### src/hdl/pwrc_pkg.sv
// Shared constants, types and helpers of the pixel write run coalescer.
package pwrc_pkg;

    localparam int RUN_PIXELS = 32;
    localparam int COORD_W    = 10;
    localparam int COLOR_W    = 16;
    localparam int ADDR_W     = (RUN_PIXELS > 1) ? $clog2(RUN_PIXELS) : 1;
    localparam int CNT_W      = $clog2(RUN_PIXELS + 1);
    localparam int BADDR_W    = ADDR_W + 1;
    localparam int MEM_DEPTH  = 2 << ADDR_W;
    localparam int POS_W      = 2 * COORD_W + 4;
    localparam int BYTE_W     = 8;

    localparam logic MODE_WRITE  = 1'b0;
    localparam logic MODE_FLUSH  = 1'b1;
    localparam logic KIND_HEADER = 1'b0;
    localparam logic KIND_DATA   = 1'b1;

    // Full run handed from the front to the back
    typedef struct packed {
        logic               bank;
        logic [COORD_W-1:0] left;
        logic [COORD_W-1:0] top;
        logic [COORD_W-1:0] right;
        logic [COORD_W-1:0] bottom;
        logic [CNT_W-1:0]   count;
    } t_flush;

    // Pixel store write port
    typedef struct packed {
        logic               en;
        logic [BADDR_W-1:0] addr;
        logic [COLOR_W-1:0] data;
    } t_store_wr;

    // Bank released by the back
    typedef struct packed {
        logic valid;
        logic bank;
    } t_release;

    // Exchange high and low bytes of a colour
    function automatic logic [COLOR_W-1:0] swap_bytes(input logic [COLOR_W-1:0] c);
        logic [BYTE_W-1:0] lo;
        logic [BYTE_W-1:0] hi;
        lo = c[BYTE_W-1:0] & 8'hff;
        hi = c[COLOR_W-1:BYTE_W] & 8'hff;
        return {lo, hi};
    endfunction

endpackage

### src/hdl/pwrc_ifs.sv
// Channel interfaces: pixel input, burst output and configuration write.
interface pwrc_pix_if;
    logic                         valid;
    logic                         ready;
    logic                         mode;
    logic [pwrc_pkg::COORD_W-1:0] x;
    logic [pwrc_pkg::COORD_W-1:0] y;
    logic [pwrc_pkg::COLOR_W-1:0] color;

    modport source (output valid, mode, x, y, color, input ready);
    modport sink   (input valid, mode, x, y, color, output ready);
endinterface

interface pwrc_burst_if;
    logic                         valid;
    logic                         ready;
    logic                         kind;
    logic [pwrc_pkg::COORD_W-1:0] win_left;
    logic [pwrc_pkg::COORD_W-1:0] win_top;
    logic [pwrc_pkg::COORD_W-1:0] win_right;
    logic [pwrc_pkg::COORD_W-1:0] win_bottom;
    logic [pwrc_pkg::COLOR_W-1:0] pixel;
    logic                         last;

    modport source (output valid, kind, win_left, win_top, win_right, win_bottom, pixel,
                    last, input ready);
    modport sink   (input valid, kind, win_left, win_top, win_right, win_bottom, pixel,
                    last, output ready);
endinterface

interface pwrc_cfg_if;
    logic valid;
    logic ready;
    logic byte_swap;

    modport source (output valid, byte_swap, input ready);
    modport sink   (input valid, byte_swap, output ready);
endinterface

### src/hdl/pwrc_queue.sv
// Two-entry queue of flushed runs between the front and the back.
module pwrc_queue (
    input  logic             i_clk,
    input  logic             i_rst_n,
    input  logic             i_push,
    input  pwrc_pkg::t_flush i_push_data,
    output logic             o_space,
    input  logic             i_pop,
    output logic             o_avail,
    output pwrc_pkg::t_flush o_head
);
    import pwrc_pkg::*;

    t_flush     r_slot [2];
    logic       r_wr_ptr;
    logic       r_rd_ptr;
    logic [1:0] r_fill;

    assign o_space = (r_fill != 2'd2);
    assign o_avail = (r_fill != 2'd0);
    assign o_head  = r_slot[r_rd_ptr];

    // Store pushed word
    always_ff @(posedge i_clk) begin
        if (i_push) begin
            r_slot[r_wr_ptr] <= i_push_data;
        end
    end

    // Advance pointers and fill level
    always_ff @(posedge i_clk) begin
        if (!i_rst_n) begin
            r_wr_ptr <= 1'b0;
            r_rd_ptr <= 1'b0;
            r_fill   <= 2'd0;
        end else begin
            if (i_push) begin
                r_wr_ptr <= ~r_wr_ptr;
            end
            if (i_pop) begin
                r_rd_ptr <= ~r_rd_ptr;
            end
            if (i_push && !i_pop) begin
                r_fill <= r_fill + 2'd1;
            end else if (!i_push && i_pop) begin
                r_fill <= r_fill - 2'd1;
            end
        end
    end

endmodule

### src/hdl/pwrc_front.sv
// Front part: takes pixel words, tracks box and count, fills store banks, posts flushes.
module pwrc_front (
    input  logic                i_clk,
    input  logic                i_rst_n,
    pwrc_pix_if.sink            i_pix,
    pwrc_cfg_if.sink            i_cfg,
    input  logic                i_q_space,
    output logic                o_q_push,
    output pwrc_pkg::t_flush    o_q_data,
    output pwrc_pkg::t_store_wr o_store_wr,
    input  pwrc_pkg::t_release  i_release
);
    import pwrc_pkg::*;

    logic               r_swap;
    logic               r_bank;
    logic [1:0]         r_busy;
    logic [CNT_W-1:0]   r_count;
    logic [COORD_W-1:0] r_left;
    logic [COORD_W-1:0] r_top;
    logic [COORD_W-1:0] r_right;
    logic [COORD_W-1:0] r_bottom;

    logic               n_bank;
    logic [1:0]         n_busy;
    logic [CNT_W-1:0]   n_count;

    logic               is_write;
    logic               is_flush;
    logic [COORD_W-1:0] grow_r;
    logic [COORD_W-1:0] grow_b;
    logic signed [COORD_W:0]   dy;
    logic signed [COORD_W:0]   dx;
    logic [COORD_W:0]          span;
    logic signed [POS_W-1:0]   pos;
    logic               mismatch;
    logic               fresh;
    logic               store_bank;
    logic [CNT_W-1:0]   base;
    logic [CNT_W-1:0]   filled;
    logic               full;
    logic               accept;
    logic [COORD_W-1:0] nb_left;
    logic [COORD_W-1:0] nb_top;
    logic [COORD_W-1:0] nb_right;
    logic [COORD_W-1:0] nb_bottom;
    logic               set_busy;
    logic               set_bank;

    assign i_cfg.ready = 1'b1;

    // Classify the offered word and work out its place in the box
    always_comb begin
        is_write = (i_pix.mode == MODE_WRITE);
        is_flush = (i_pix.mode == MODE_FLUSH);
        grow_r   = (i_pix.x > r_right)  ? i_pix.x : r_right;
        grow_b   = (i_pix.y > r_bottom) ? i_pix.y : r_bottom;
        dy       = $signed({1'b0, i_pix.y}) - $signed({1'b0, r_top});
        dx       = $signed({1'b0, i_pix.x}) - $signed({1'b0, r_left});
        span     = {1'b0, grow_r} - {1'b0, r_left} + {{COORD_W{1'b0}}, 1'b1};
        pos      = POS_W'(dy * $signed({1'b0, span})) + POS_W'(dx);
        mismatch = is_write && (r_count != '0)
                   && (pos != $signed({{(POS_W-CNT_W){1'b0}}, r_count}));
        fresh      = mismatch || (r_count == '0);
        store_bank = mismatch ? ~r_bank : r_bank;
        base       = fresh ? '0 : r_count;
        filled     = base + CNT_W'(1);
        full       = (filled == CNT_W'(RUN_PIXELS));
        if (fresh) begin
            nb_left   = i_pix.x;
            nb_top    = i_pix.y;
            nb_right  = i_pix.x;
            nb_bottom = i_pix.y;
        end else begin
            nb_left   = r_left;
            nb_top    = r_top;
            nb_right  = grow_r;
            nb_bottom = grow_b;
        end
    end

    // Hold the word while the target bank drains or the queue is full
    assign i_pix.ready = i_q_space && (is_flush || !r_busy[store_bank]);
    assign accept      = i_pix.valid && i_pix.ready;

    // Post flushes and store writes
    always_comb begin
        o_q_push = 1'b0;
        o_q_data = '{bank: r_bank, left: r_left, top: r_top, right: r_right,
                     bottom: r_bottom, count: r_count};
        set_busy = 1'b0;
        set_bank = r_bank;
        n_bank   = r_bank;
        n_count  = r_count;
        if (accept) begin
            if (is_flush) begin
                if (r_count != '0) begin
                    o_q_push = 1'b1;
                    set_busy = 1'b1;
                    n_bank   = ~r_bank;
                    n_count  = '0;
                end
            end else if (full) begin
                o_q_push = 1'b1;
                o_q_data = '{bank: store_bank, left: nb_left, top: nb_top, right: nb_right,
                             bottom: nb_bottom, count: filled};
                set_busy = 1'b1;
                set_bank = store_bank;
                n_bank   = ~store_bank;
                n_count  = '0;
            end else begin
                if (mismatch) begin
                    o_q_push = 1'b1;
                    set_busy = 1'b1;
                end
                n_bank  = store_bank;
                n_count = filled;
            end
        end
        o_store_wr.en   = accept && is_write;
        o_store_wr.addr = {store_bank, base[ADDR_W-1:0]};
        o_store_wr.data = r_swap ? swap_bytes(i_pix.color) : i_pix.color;
    end

    // Track banks owned by the back
    always_comb begin
        n_busy = r_busy;
        if (i_release.valid) begin
            n_busy[i_release.bank] = 1'b0;
        end
        if (set_busy) begin
            n_busy[set_bank] = 1'b1;
        end
    end

    // Control registers
    always_ff @(posedge i_clk) begin
        if (!i_rst_n) begin
            r_swap  <= 1'b1;
            r_bank  <= 1'b0;
            r_busy  <= 2'b00;
            r_count <= '0;
        end else begin
            if (i_cfg.valid) begin
                r_swap <= i_cfg.byte_swap;
            end
            r_bank  <= n_bank;
            r_busy  <= n_busy;
            r_count <= n_count;
        end
    end

    // Box registers; only read while a run is held
    always_ff @(posedge i_clk) begin
        if (!i_rst_n) begin
            r_left   <= '0;
            r_top    <= '0;
            r_right  <= '0;
            r_bottom <= '0;
        end else if (accept && is_write) begin
            r_left   <= nb_left;
            r_top    <= nb_top;
            r_right  <= nb_right;
            r_bottom <= nb_bottom;
        end
    end

endmodule

### src/hdl/pwrc_back.sv
// Back part: holds the pixel store and plays each flushed run out as header plus words.
module pwrc_back (
    input  logic                i_clk,
    input  logic                i_rst_n,
    input  pwrc_pkg::t_store_wr i_store_wr,
    input  logic                i_q_avail,
    input  pwrc_pkg::t_flush    i_q_head,
    output logic                o_q_pop,
    output pwrc_pkg::t_release  o_release,
    pwrc_burst_if.source        o_burst
);
    import pwrc_pkg::*;

    typedef enum logic [1:0] {
        S_IDLE = 2'b01,
        S_DATA = 2'b10
    } t_state;

    t_state              r_state;
    t_state              n_state;
    logic [COLOR_W-1:0]  r_mem [MEM_DEPTH];
    logic [COLOR_W-1:0]  r_rd_data;
    logic                r_bank;
    logic [CNT_W-1:0]    r_cnt;
    logic [ADDR_W-1:0]   r_idx;

    logic                r_ovalid;
    logic                r_okind;
    logic [COORD_W-1:0]  r_oleft;
    logic [COORD_W-1:0]  r_otop;
    logic [COORD_W-1:0]  r_oright;
    logic [COORD_W-1:0]  r_obottom;
    logic [COLOR_W-1:0]  r_opixel;
    logic                r_olast;

    logic                out_free;
    logic                start;
    logic                step;
    logic                end_run;
    logic                rd_en;
    logic [BADDR_W-1:0]  rd_addr;

    assign out_free = !r_ovalid || o_burst.ready;

    // Sequence header and words
    always_comb begin
        n_state = r_state;
        start   = 1'b0;
        step    = 1'b0;
        end_run = 1'b0;
        rd_en   = 1'b0;
        rd_addr = {i_q_head.bank, {ADDR_W{1'b0}}};
        case (r_state)
            S_IDLE: begin
                if (i_q_avail && out_free) begin
                    start   = 1'b1;
                    rd_en   = 1'b1;
                    n_state = S_DATA;
                end
            end
            S_DATA: begin
                if (out_free) begin
                    step = 1'b1;
                    if ({1'b0, r_idx} == CNT_W'(r_cnt - CNT_W'(1))) begin
                        end_run = 1'b1;
                        n_state = S_IDLE;
                    end else begin
                        rd_en   = 1'b1;
                        rd_addr = {r_bank, r_idx + ADDR_W'(1)};
                    end
                end
            end
            default: begin
                n_state = S_IDLE;
            end
        endcase
    end

    assign o_q_pop         = start;
    assign o_release.valid = end_run;
    assign o_release.bank  = r_bank;

    // Pixel store: written by the front, read here
    always_ff @(posedge i_clk) begin
        if (i_store_wr.en) begin
            r_mem[i_store_wr.addr] <= i_store_wr.data;
        end
        if (rd_en) begin
            r_rd_data <= r_mem[rd_addr];
        end
    end

    // Run bookkeeping
    always_ff @(posedge i_clk) begin
        if (!i_rst_n) begin
            r_state <= S_IDLE;
        end else begin
            r_state <= n_state;
        end
        if (start) begin
            r_bank <= i_q_head.bank;
            r_cnt  <= i_q_head.count;
            r_idx  <= '0;
        end else if (step && !end_run) begin
            r_idx <= r_idx + ADDR_W'(1);
        end
    end

    // Output register
    always_ff @(posedge i_clk) begin
        if (!i_rst_n) begin
            r_ovalid <= 1'b0;
        end else if (start || step) begin
            r_ovalid <= 1'b1;
        end else if (o_burst.ready) begin
            r_ovalid <= 1'b0;
        end
        if (start) begin
            r_okind   <= KIND_HEADER;
            r_oleft   <= i_q_head.left;
            r_otop    <= i_q_head.top;
            r_oright  <= i_q_head.right;
            r_obottom <= i_q_head.bottom;
            r_opixel  <= '0;
            r_olast   <= 1'b0;
        end else if (step) begin
            r_okind   <= KIND_DATA;
            r_oleft   <= '0;
            r_otop    <= '0;
            r_oright  <= '0;
            r_obottom <= '0;
            r_opixel  <= r_rd_data;
            r_olast   <= end_run;
        end
    end

    assign o_burst.valid      = r_ovalid;
    assign o_burst.kind       = r_okind;
    assign o_burst.win_left   = r_oleft;
    assign o_burst.win_top    = r_otop;
    assign o_burst.win_right  = r_oright;
    assign o_burst.win_bottom = r_obottom;
    assign o_burst.pixel      = r_opixel;
    assign o_burst.last       = r_olast;

endmodule

### src/hdl/pixel_write_run_coalescer.sv
// Top level of the pixel write run coalescer: front, run queue and back.
//
//   channel   dir   handshake      word
//   i_pix     in    valid/ready    mode, x, y, color
//   o_burst   out   valid/ready    kind, win_left..win_bottom, pixel, last
//   i_cfg     in    valid/ready    byte_swap (always ready)
//
// The front takes one pixel word per cycle while its store bank is free and the queue
// has space; the back plays a run of N pixels out as N+1 words, one per cycle while
// o_burst is ready. Two store banks let the back drain one run while the front fills
// the other; the front holds i_pix when the bank it must write is still draining.
// Reset (synchronous, active low) empties the queue and run; byte_swap returns to 1.
// The store needs no clearing pass: every word read was written in its run.
module pixel_write_run_coalescer (
    input  logic          i_clk,
    input  logic          i_rst_n,
    pwrc_pix_if.sink      i_pix,
    pwrc_cfg_if.sink      i_cfg,
    pwrc_burst_if.source  o_burst
);
    import pwrc_pkg::*;

    logic      q_space;
    logic      q_push;
    t_flush    q_in;
    logic      q_pop;
    logic      q_avail;
    t_flush    q_head;
    t_store_wr store_wr;
    t_release  release_bank;

    // Accept and classify pixel words
    pwrc_front u_front (
        .i_clk      (i_clk),
        .i_rst_n    (i_rst_n),
        .i_pix      (i_pix),
        .i_cfg      (i_cfg),
        .i_q_space  (q_space),
        .o_q_push   (q_push),
        .o_q_data   (q_in),
        .o_store_wr (store_wr),
        .i_release  (release_bank)
    );

    // Queue flushed runs
    pwrc_queue u_queue (
        .i_clk       (i_clk),
        .i_rst_n     (i_rst_n),
        .i_push      (q_push),
        .i_push_data (q_in),
        .o_space     (q_space),
        .i_pop       (q_pop),
        .o_avail     (q_avail),
        .o_head      (q_head)
    );

    // Drain runs to the output
    pwrc_back u_back (
        .i_clk      (i_clk),
        .i_rst_n    (i_rst_n),
        .i_store_wr (store_wr),
        .i_q_avail  (q_avail),
        .i_q_head   (q_head),
        .o_q_pop    (q_pop),
        .o_release  (release_bank),
        .o_burst    (o_burst)
    );

endmodule

### src/flat_wrapper.sv
// flat-port wrapper written by rule: the top's interface ports become plain ports
module pixel_write_run_coalescer_flat import pwrc_pkg::*;
  (i_clk, i_rst_n, i_pix_valid, i_pix_mode, i_pix_x, i_pix_y, i_pix_color, i_pix_ready, i_cfg_valid, i_cfg_byte_swap, i_cfg_ready, o_burst_valid, o_burst_kind, o_burst_win_left, o_burst_win_top, o_burst_win_right, o_burst_win_bottom, o_burst_pixel, o_burst_last, o_burst_ready);
  pwrc_pix_if i_pix_i ();
  pwrc_cfg_if i_cfg_i ();
  pwrc_burst_if o_burst_i ();
  input  logic i_clk;
  input  logic i_rst_n;
  input wire logic [$bits(i_pix_i.valid)-1:0] i_pix_valid;
  input wire logic [$bits(i_pix_i.mode)-1:0] i_pix_mode;
  input wire logic [$bits(i_pix_i.x)-1:0] i_pix_x;
  input wire logic [$bits(i_pix_i.y)-1:0] i_pix_y;
  input wire logic [$bits(i_pix_i.color)-1:0] i_pix_color;
  output wire logic [$bits(i_pix_i.ready)-1:0] i_pix_ready;
  input wire logic [$bits(i_cfg_i.valid)-1:0] i_cfg_valid;
  input wire logic [$bits(i_cfg_i.byte_swap)-1:0] i_cfg_byte_swap;
  output wire logic [$bits(i_cfg_i.ready)-1:0] i_cfg_ready;
  output wire logic [$bits(o_burst_i.valid)-1:0] o_burst_valid;
  output wire logic [$bits(o_burst_i.kind)-1:0] o_burst_kind;
  output wire logic [$bits(o_burst_i.win_left)-1:0] o_burst_win_left;
  output wire logic [$bits(o_burst_i.win_top)-1:0] o_burst_win_top;
  output wire logic [$bits(o_burst_i.win_right)-1:0] o_burst_win_right;
  output wire logic [$bits(o_burst_i.win_bottom)-1:0] o_burst_win_bottom;
  output wire logic [$bits(o_burst_i.pixel)-1:0] o_burst_pixel;
  output wire logic [$bits(o_burst_i.last)-1:0] o_burst_last;
  input wire logic [$bits(o_burst_i.ready)-1:0] o_burst_ready;
  assign i_pix_i.valid = i_pix_valid;
  assign i_pix_i.mode = i_pix_mode;
  assign i_pix_i.x = i_pix_x;
  assign i_pix_i.y = i_pix_y;
  assign i_pix_i.color = i_pix_color;
  assign i_pix_ready = i_pix_i.ready;
  assign i_cfg_i.valid = i_cfg_valid;
  assign i_cfg_i.byte_swap = i_cfg_byte_swap;
  assign i_cfg_ready = i_cfg_i.ready;
  assign o_burst_valid = o_burst_i.valid;
  assign o_burst_kind = o_burst_i.kind;
  assign o_burst_win_left = o_burst_i.win_left;
  assign o_burst_win_top = o_burst_i.win_top;
  assign o_burst_win_right = o_burst_i.win_right;
  assign o_burst_win_bottom = o_burst_i.win_bottom;
  assign o_burst_pixel = o_burst_i.pixel;
  assign o_burst_last = o_burst_i.last;
  assign o_burst_i.ready = o_burst_ready;
  pixel_write_run_coalescer u_core (.i_clk(i_clk), .i_rst_n(i_rst_n), .i_pix(i_pix_i), .i_cfg(i_cfg_i), .o_burst(o_burst_i));
endmodule
### config.mk
export PLATFORM = sky130hd
export DESIGN_NAME = pixel_write_run_coalescer_flat
export DESIGN_NICKNAME = d
export VERILOG_FILES = /design/src/hdl/pwrc_pkg.sv /design/src/hdl/pwrc_ifs.sv /design/src/hdl/pwrc_queue.sv /design/src/hdl/pwrc_front.sv /design/src/hdl/pwrc_back.sv /design/src/hdl/pixel_write_run_coalescer.sv /design/src/flat_wrapper.sv
export SDC_FILE = /design/constraint.sdc
export NUM_CORES = 2
export LEC_CHECK = 0
export BUFFER_PORTS_ARGS = -buffer_cell sky130_fd_sc_hd__buf_2
export CAP_MARGIN = 30
export CORE_MARGIN = 1.5
export CORE_UTILIZATION = 35
export DETAILED_ROUTE_END_ITERATION = 7
export RECOVER_POWER = 25
export SYNTH_ARGS = -nofsm -noshare
export SYNTH_HDL_FRONTEND = slang
export SYNTH_SLANG_ARGS = --single-unit
export TNS_END_PERCENT = 5
### constraint.sdc
create_clock -name i_clk -period 21.8 [get_ports i_clk]
set_input_delay 5.45 -clock i_clk [delete_from_list [all_inputs] [get_ports i_clk]]
set_output_delay 5.45 -clock i_clk [all_outputs]
set_load 0.02 [all_outputs]
==> metrics.cfg <==
[run_status]
outcome = finished, violations left
violations = capacitance limit, slew limit

[global_route]
antenna_found_initial = 9
grt-ovfl-total = 0
grtUsageTotal_pct = 18.12
grt_pass1_wl_um = 229700
grt_max_degree = 196
grt_pass1_vias = 35220

[final_layout]
stdcell_area_sq_um = 65310
fin_nets = 4821
synthToLayoutAreaGrowth_pct = 13.27
final_common_cell = edfxtp_1
final_cell_mix = 1,181 x edfxtp_1, 649 x nand2_1, 269 x o21ai_0
drive_gt1_share_pct = 11.99

[yosys]
syn-num-nets = 4746
yosys.area_share.simple_pct = 10.97
synth_warnings = 0
syn_area_sq_um = 57660
synth_async_sr_flop_share_pct = 0
yosys.cell_types.count = 70
synthCells = 4460
synth_top_family_by_area = simple AND/OR/NAND/NOR gates
synthXorXnorAreaFrac_pct = 0.8809
ys_ff_latch = 1262
syn_avg_cell_area_sq_um = 12.93
synth.mux.area_fraction_pct = 5.247
synthAdderAreaFrac_pct = 6.653
synth-edff-count = 1181
synth_compound_area_share_pct = 8.460
synth_ff_type = edfxtp_1
synth_seq_area_share_pct = 64.31

[cts]
cts.path.max_buffers = 3
clock-root-buffer = clkbuf_16
cts_tree = yes
postCtsHoldBufs = 0
clkTransAtPathRegs_ns = 0.06
cts_max_level = 4
clkSinkCount = 1262
clock_latency_ns = 0.77
cts_buffers = 132

[placement]
hpwlAfterDp_um = 90850
pre_cts_ws_ns = 0.3459
postPlaceCellArea_sq_um = 61010
port_buffers = 102
routabilityCongestion = 0.8426

[worst_setup_path]
slowest_stage = or4_1
cp-start-kind = input port
worstSetupPathType = input port to output pin
cpPeakStageDelay_ns = 0.57
worstPathArrival_ns = 15.70
endpoint_kind = output pin
cp.required_ns = 16.35
path_max_fanout = 9

[route]
vias_per_cell = 5.353
ant_nets = 0
drt_pass1_iterations = 5
drc = 0
first_iter_violations = 3710
post_drt_wl_per_cell_um = 22.55
vias = 36490
wl_um = 153700

[timing]
worstMarginPinSlew_ns = 3.885
period_share_pct = 97.00
setup_tns_ns = 0
setup_violations = 0
maxSlewViolCount = 1087
clock.fmax_ghz = 0.04729
fin_skew_ns = 0.04022
setup_slack_ns = 0.6533
period_minus_slack_ns = 21.15
finalHoldViolCount = 0
rsz0062_at_grt = no
max_slew_margin_pct = -159.0

[floorplan]
core_sq_um = 163100
num_io_pins = 104
rows = 148
die_area_sq_um = 167200
initial_core_util_pct = 35.35
die_x_um = 408.9
die_h_um = 408.9

[flow_run]
maxCapViolCount = 17

[hold_path]
hp-class = flop to flop

## per-layer routing
| metal | up-vias | routed length, um | global-route usage [%] |
|---|---|---|---|
| li1 | 16560 | - | - |
| met1 | 18420 | 68290 | 26.21 |
| met2 | 1305 | 70830 | 28.12 |
| met3 | 210 | 10560 | 2.513 |
| met4 | 0 | 4044 | 5.704 |
| met5 | - | 0 | 0 |
## through the flow
stage               hold slack, ns  std cells  util, %
global placement            0.4449       6568    37.33
CTS                         0.4517       6813    40.05
floorplan                   0.4483       4460        -
detailed placement          0.4439       6575    37.40
finish                      0.4554       6817    40.04
global route                0.4776       6815    40.03
## synth_stat cells, types with 50 or more instances
master / count / share of area, %
or3_1: 199 / 2.2
edfxtp_1: 1181 / 62
mux2i_1: 96 / 1.7
o22ai_1: 71 / 0.77
mux2_2: 50 / 0.98
o21ai_0: 269 / 2.3
nand2_1: 651 / 4.2
a31oi_1: 132 / 1.4
and3_1: 138 / 1.5
mux4_2: 64 / 2.5
dfxtp_1: 81 / 2.8
nor2_1: 188 / 1.2
a21oi_1: 123 / 1.1
ha_1: 137 / 3.0
inv_1: 232 / 1.5
o211ai_1: 134 / 1.7
clkbuf_1: 261 / 1.7
fa_1: 106 / 3.7
## cell families after synthesis
family | count (synthesis)
AND/OR/NAND/NOR | 1346
flip-flops | 1262
AO/OA/AOI/OAI | 805
buffers and inverters | 531
adder cells (fa/ha/maj) | 243
multiplexers | 214
XOR/XNOR | 58
other | 1
## area by class of cell
cell class / instances / area [sq um]
clock inverter: 72 / 825.8
timing repair buffer: 239 / 1559
multi-input combinational: 2667 / 18730
inverter: 233 / 882.1
tap: 2175 / 2721
clock buffer: 166 / 3503
sequential: 1262 / 37090
fill: 15050 / 97830
antenna: 3 / 7.507
## critical path, delay by kind of cell
family	cells	cell delay, ns
multiplexers	2	0.77
XOR/XNOR	1	0.25
AO/OA/AOI/OAI	17	2.68
AND/OR/NAND/NOR	6	1.76
adder cells (fa/ha/maj)	9	3.78
buffers and inverters	6	0.96
## sequential cells by signal (all words and copies together), names as in the netlist, 2 cells and up, named ones only
name                              count
u_core.u_back.r_idx                   5
u_core.u_back.o_burst.win_top        10
u_core.u_back.r_mem                1024
u_core.u_queue.r_slot                94
u_core.u_back.o_burst.pixel          16
u_core.u_front.r_left                10
u_core.u_back.o_burst.win_left       10
u_core.u_front.r_right               10
u_core.u_front.r_bottom              10
u_core.u_back.r_rd_data              16
u_core.u_queue.r_fill                 2
u_core.u_back.o_burst.win_bottom     10
u_core.u_back.o_burst.win_right      10
u_core.u_back.r_state                 2
u_core.u_front.r_count                6
u_core.u_front.r_busy                 2
u_core.u_front.r_top                 10
u_core.u_back.r_cnt                   6
## worst paths after layout
| kind | from | endpoint | slack, ns | cells past startpoint |
|---|---|---|---|---|
| max | i_pix_x[7] | i_pix_ready | 0.65 | 41 |
| min | u_core.u_back.o_burst.pixel[13]$_SDFFE_PP0P_ | u_core.u_back.o_burst.pixel[13]$_SDFFE_PP0P_ | 0.46 | 2 |
| max reg2reg | u_core.u_front.r_right[2]$_SDFFE_PN0P_ | u_core.u_queue.r_slot[1][6]$_DFFE_PP_ | 8.36 | 48 |
| min reg2reg | u_core.u_back.o_burst.pixel[13]$_SDFFE_PP0P_ | u_core.u_back.o_burst.pixel[13]$_SDFFE_PP0P_ | 0.46 | 2 |
## repair_timing
action,in CTS,in global routing
setup buffers,0,1
resized for setup,0,6
setup endpoints to repair,0,1
Power is not shown: default switching activity piles up to over one toggle a cycle in this logic, so the estimate is an artifact.
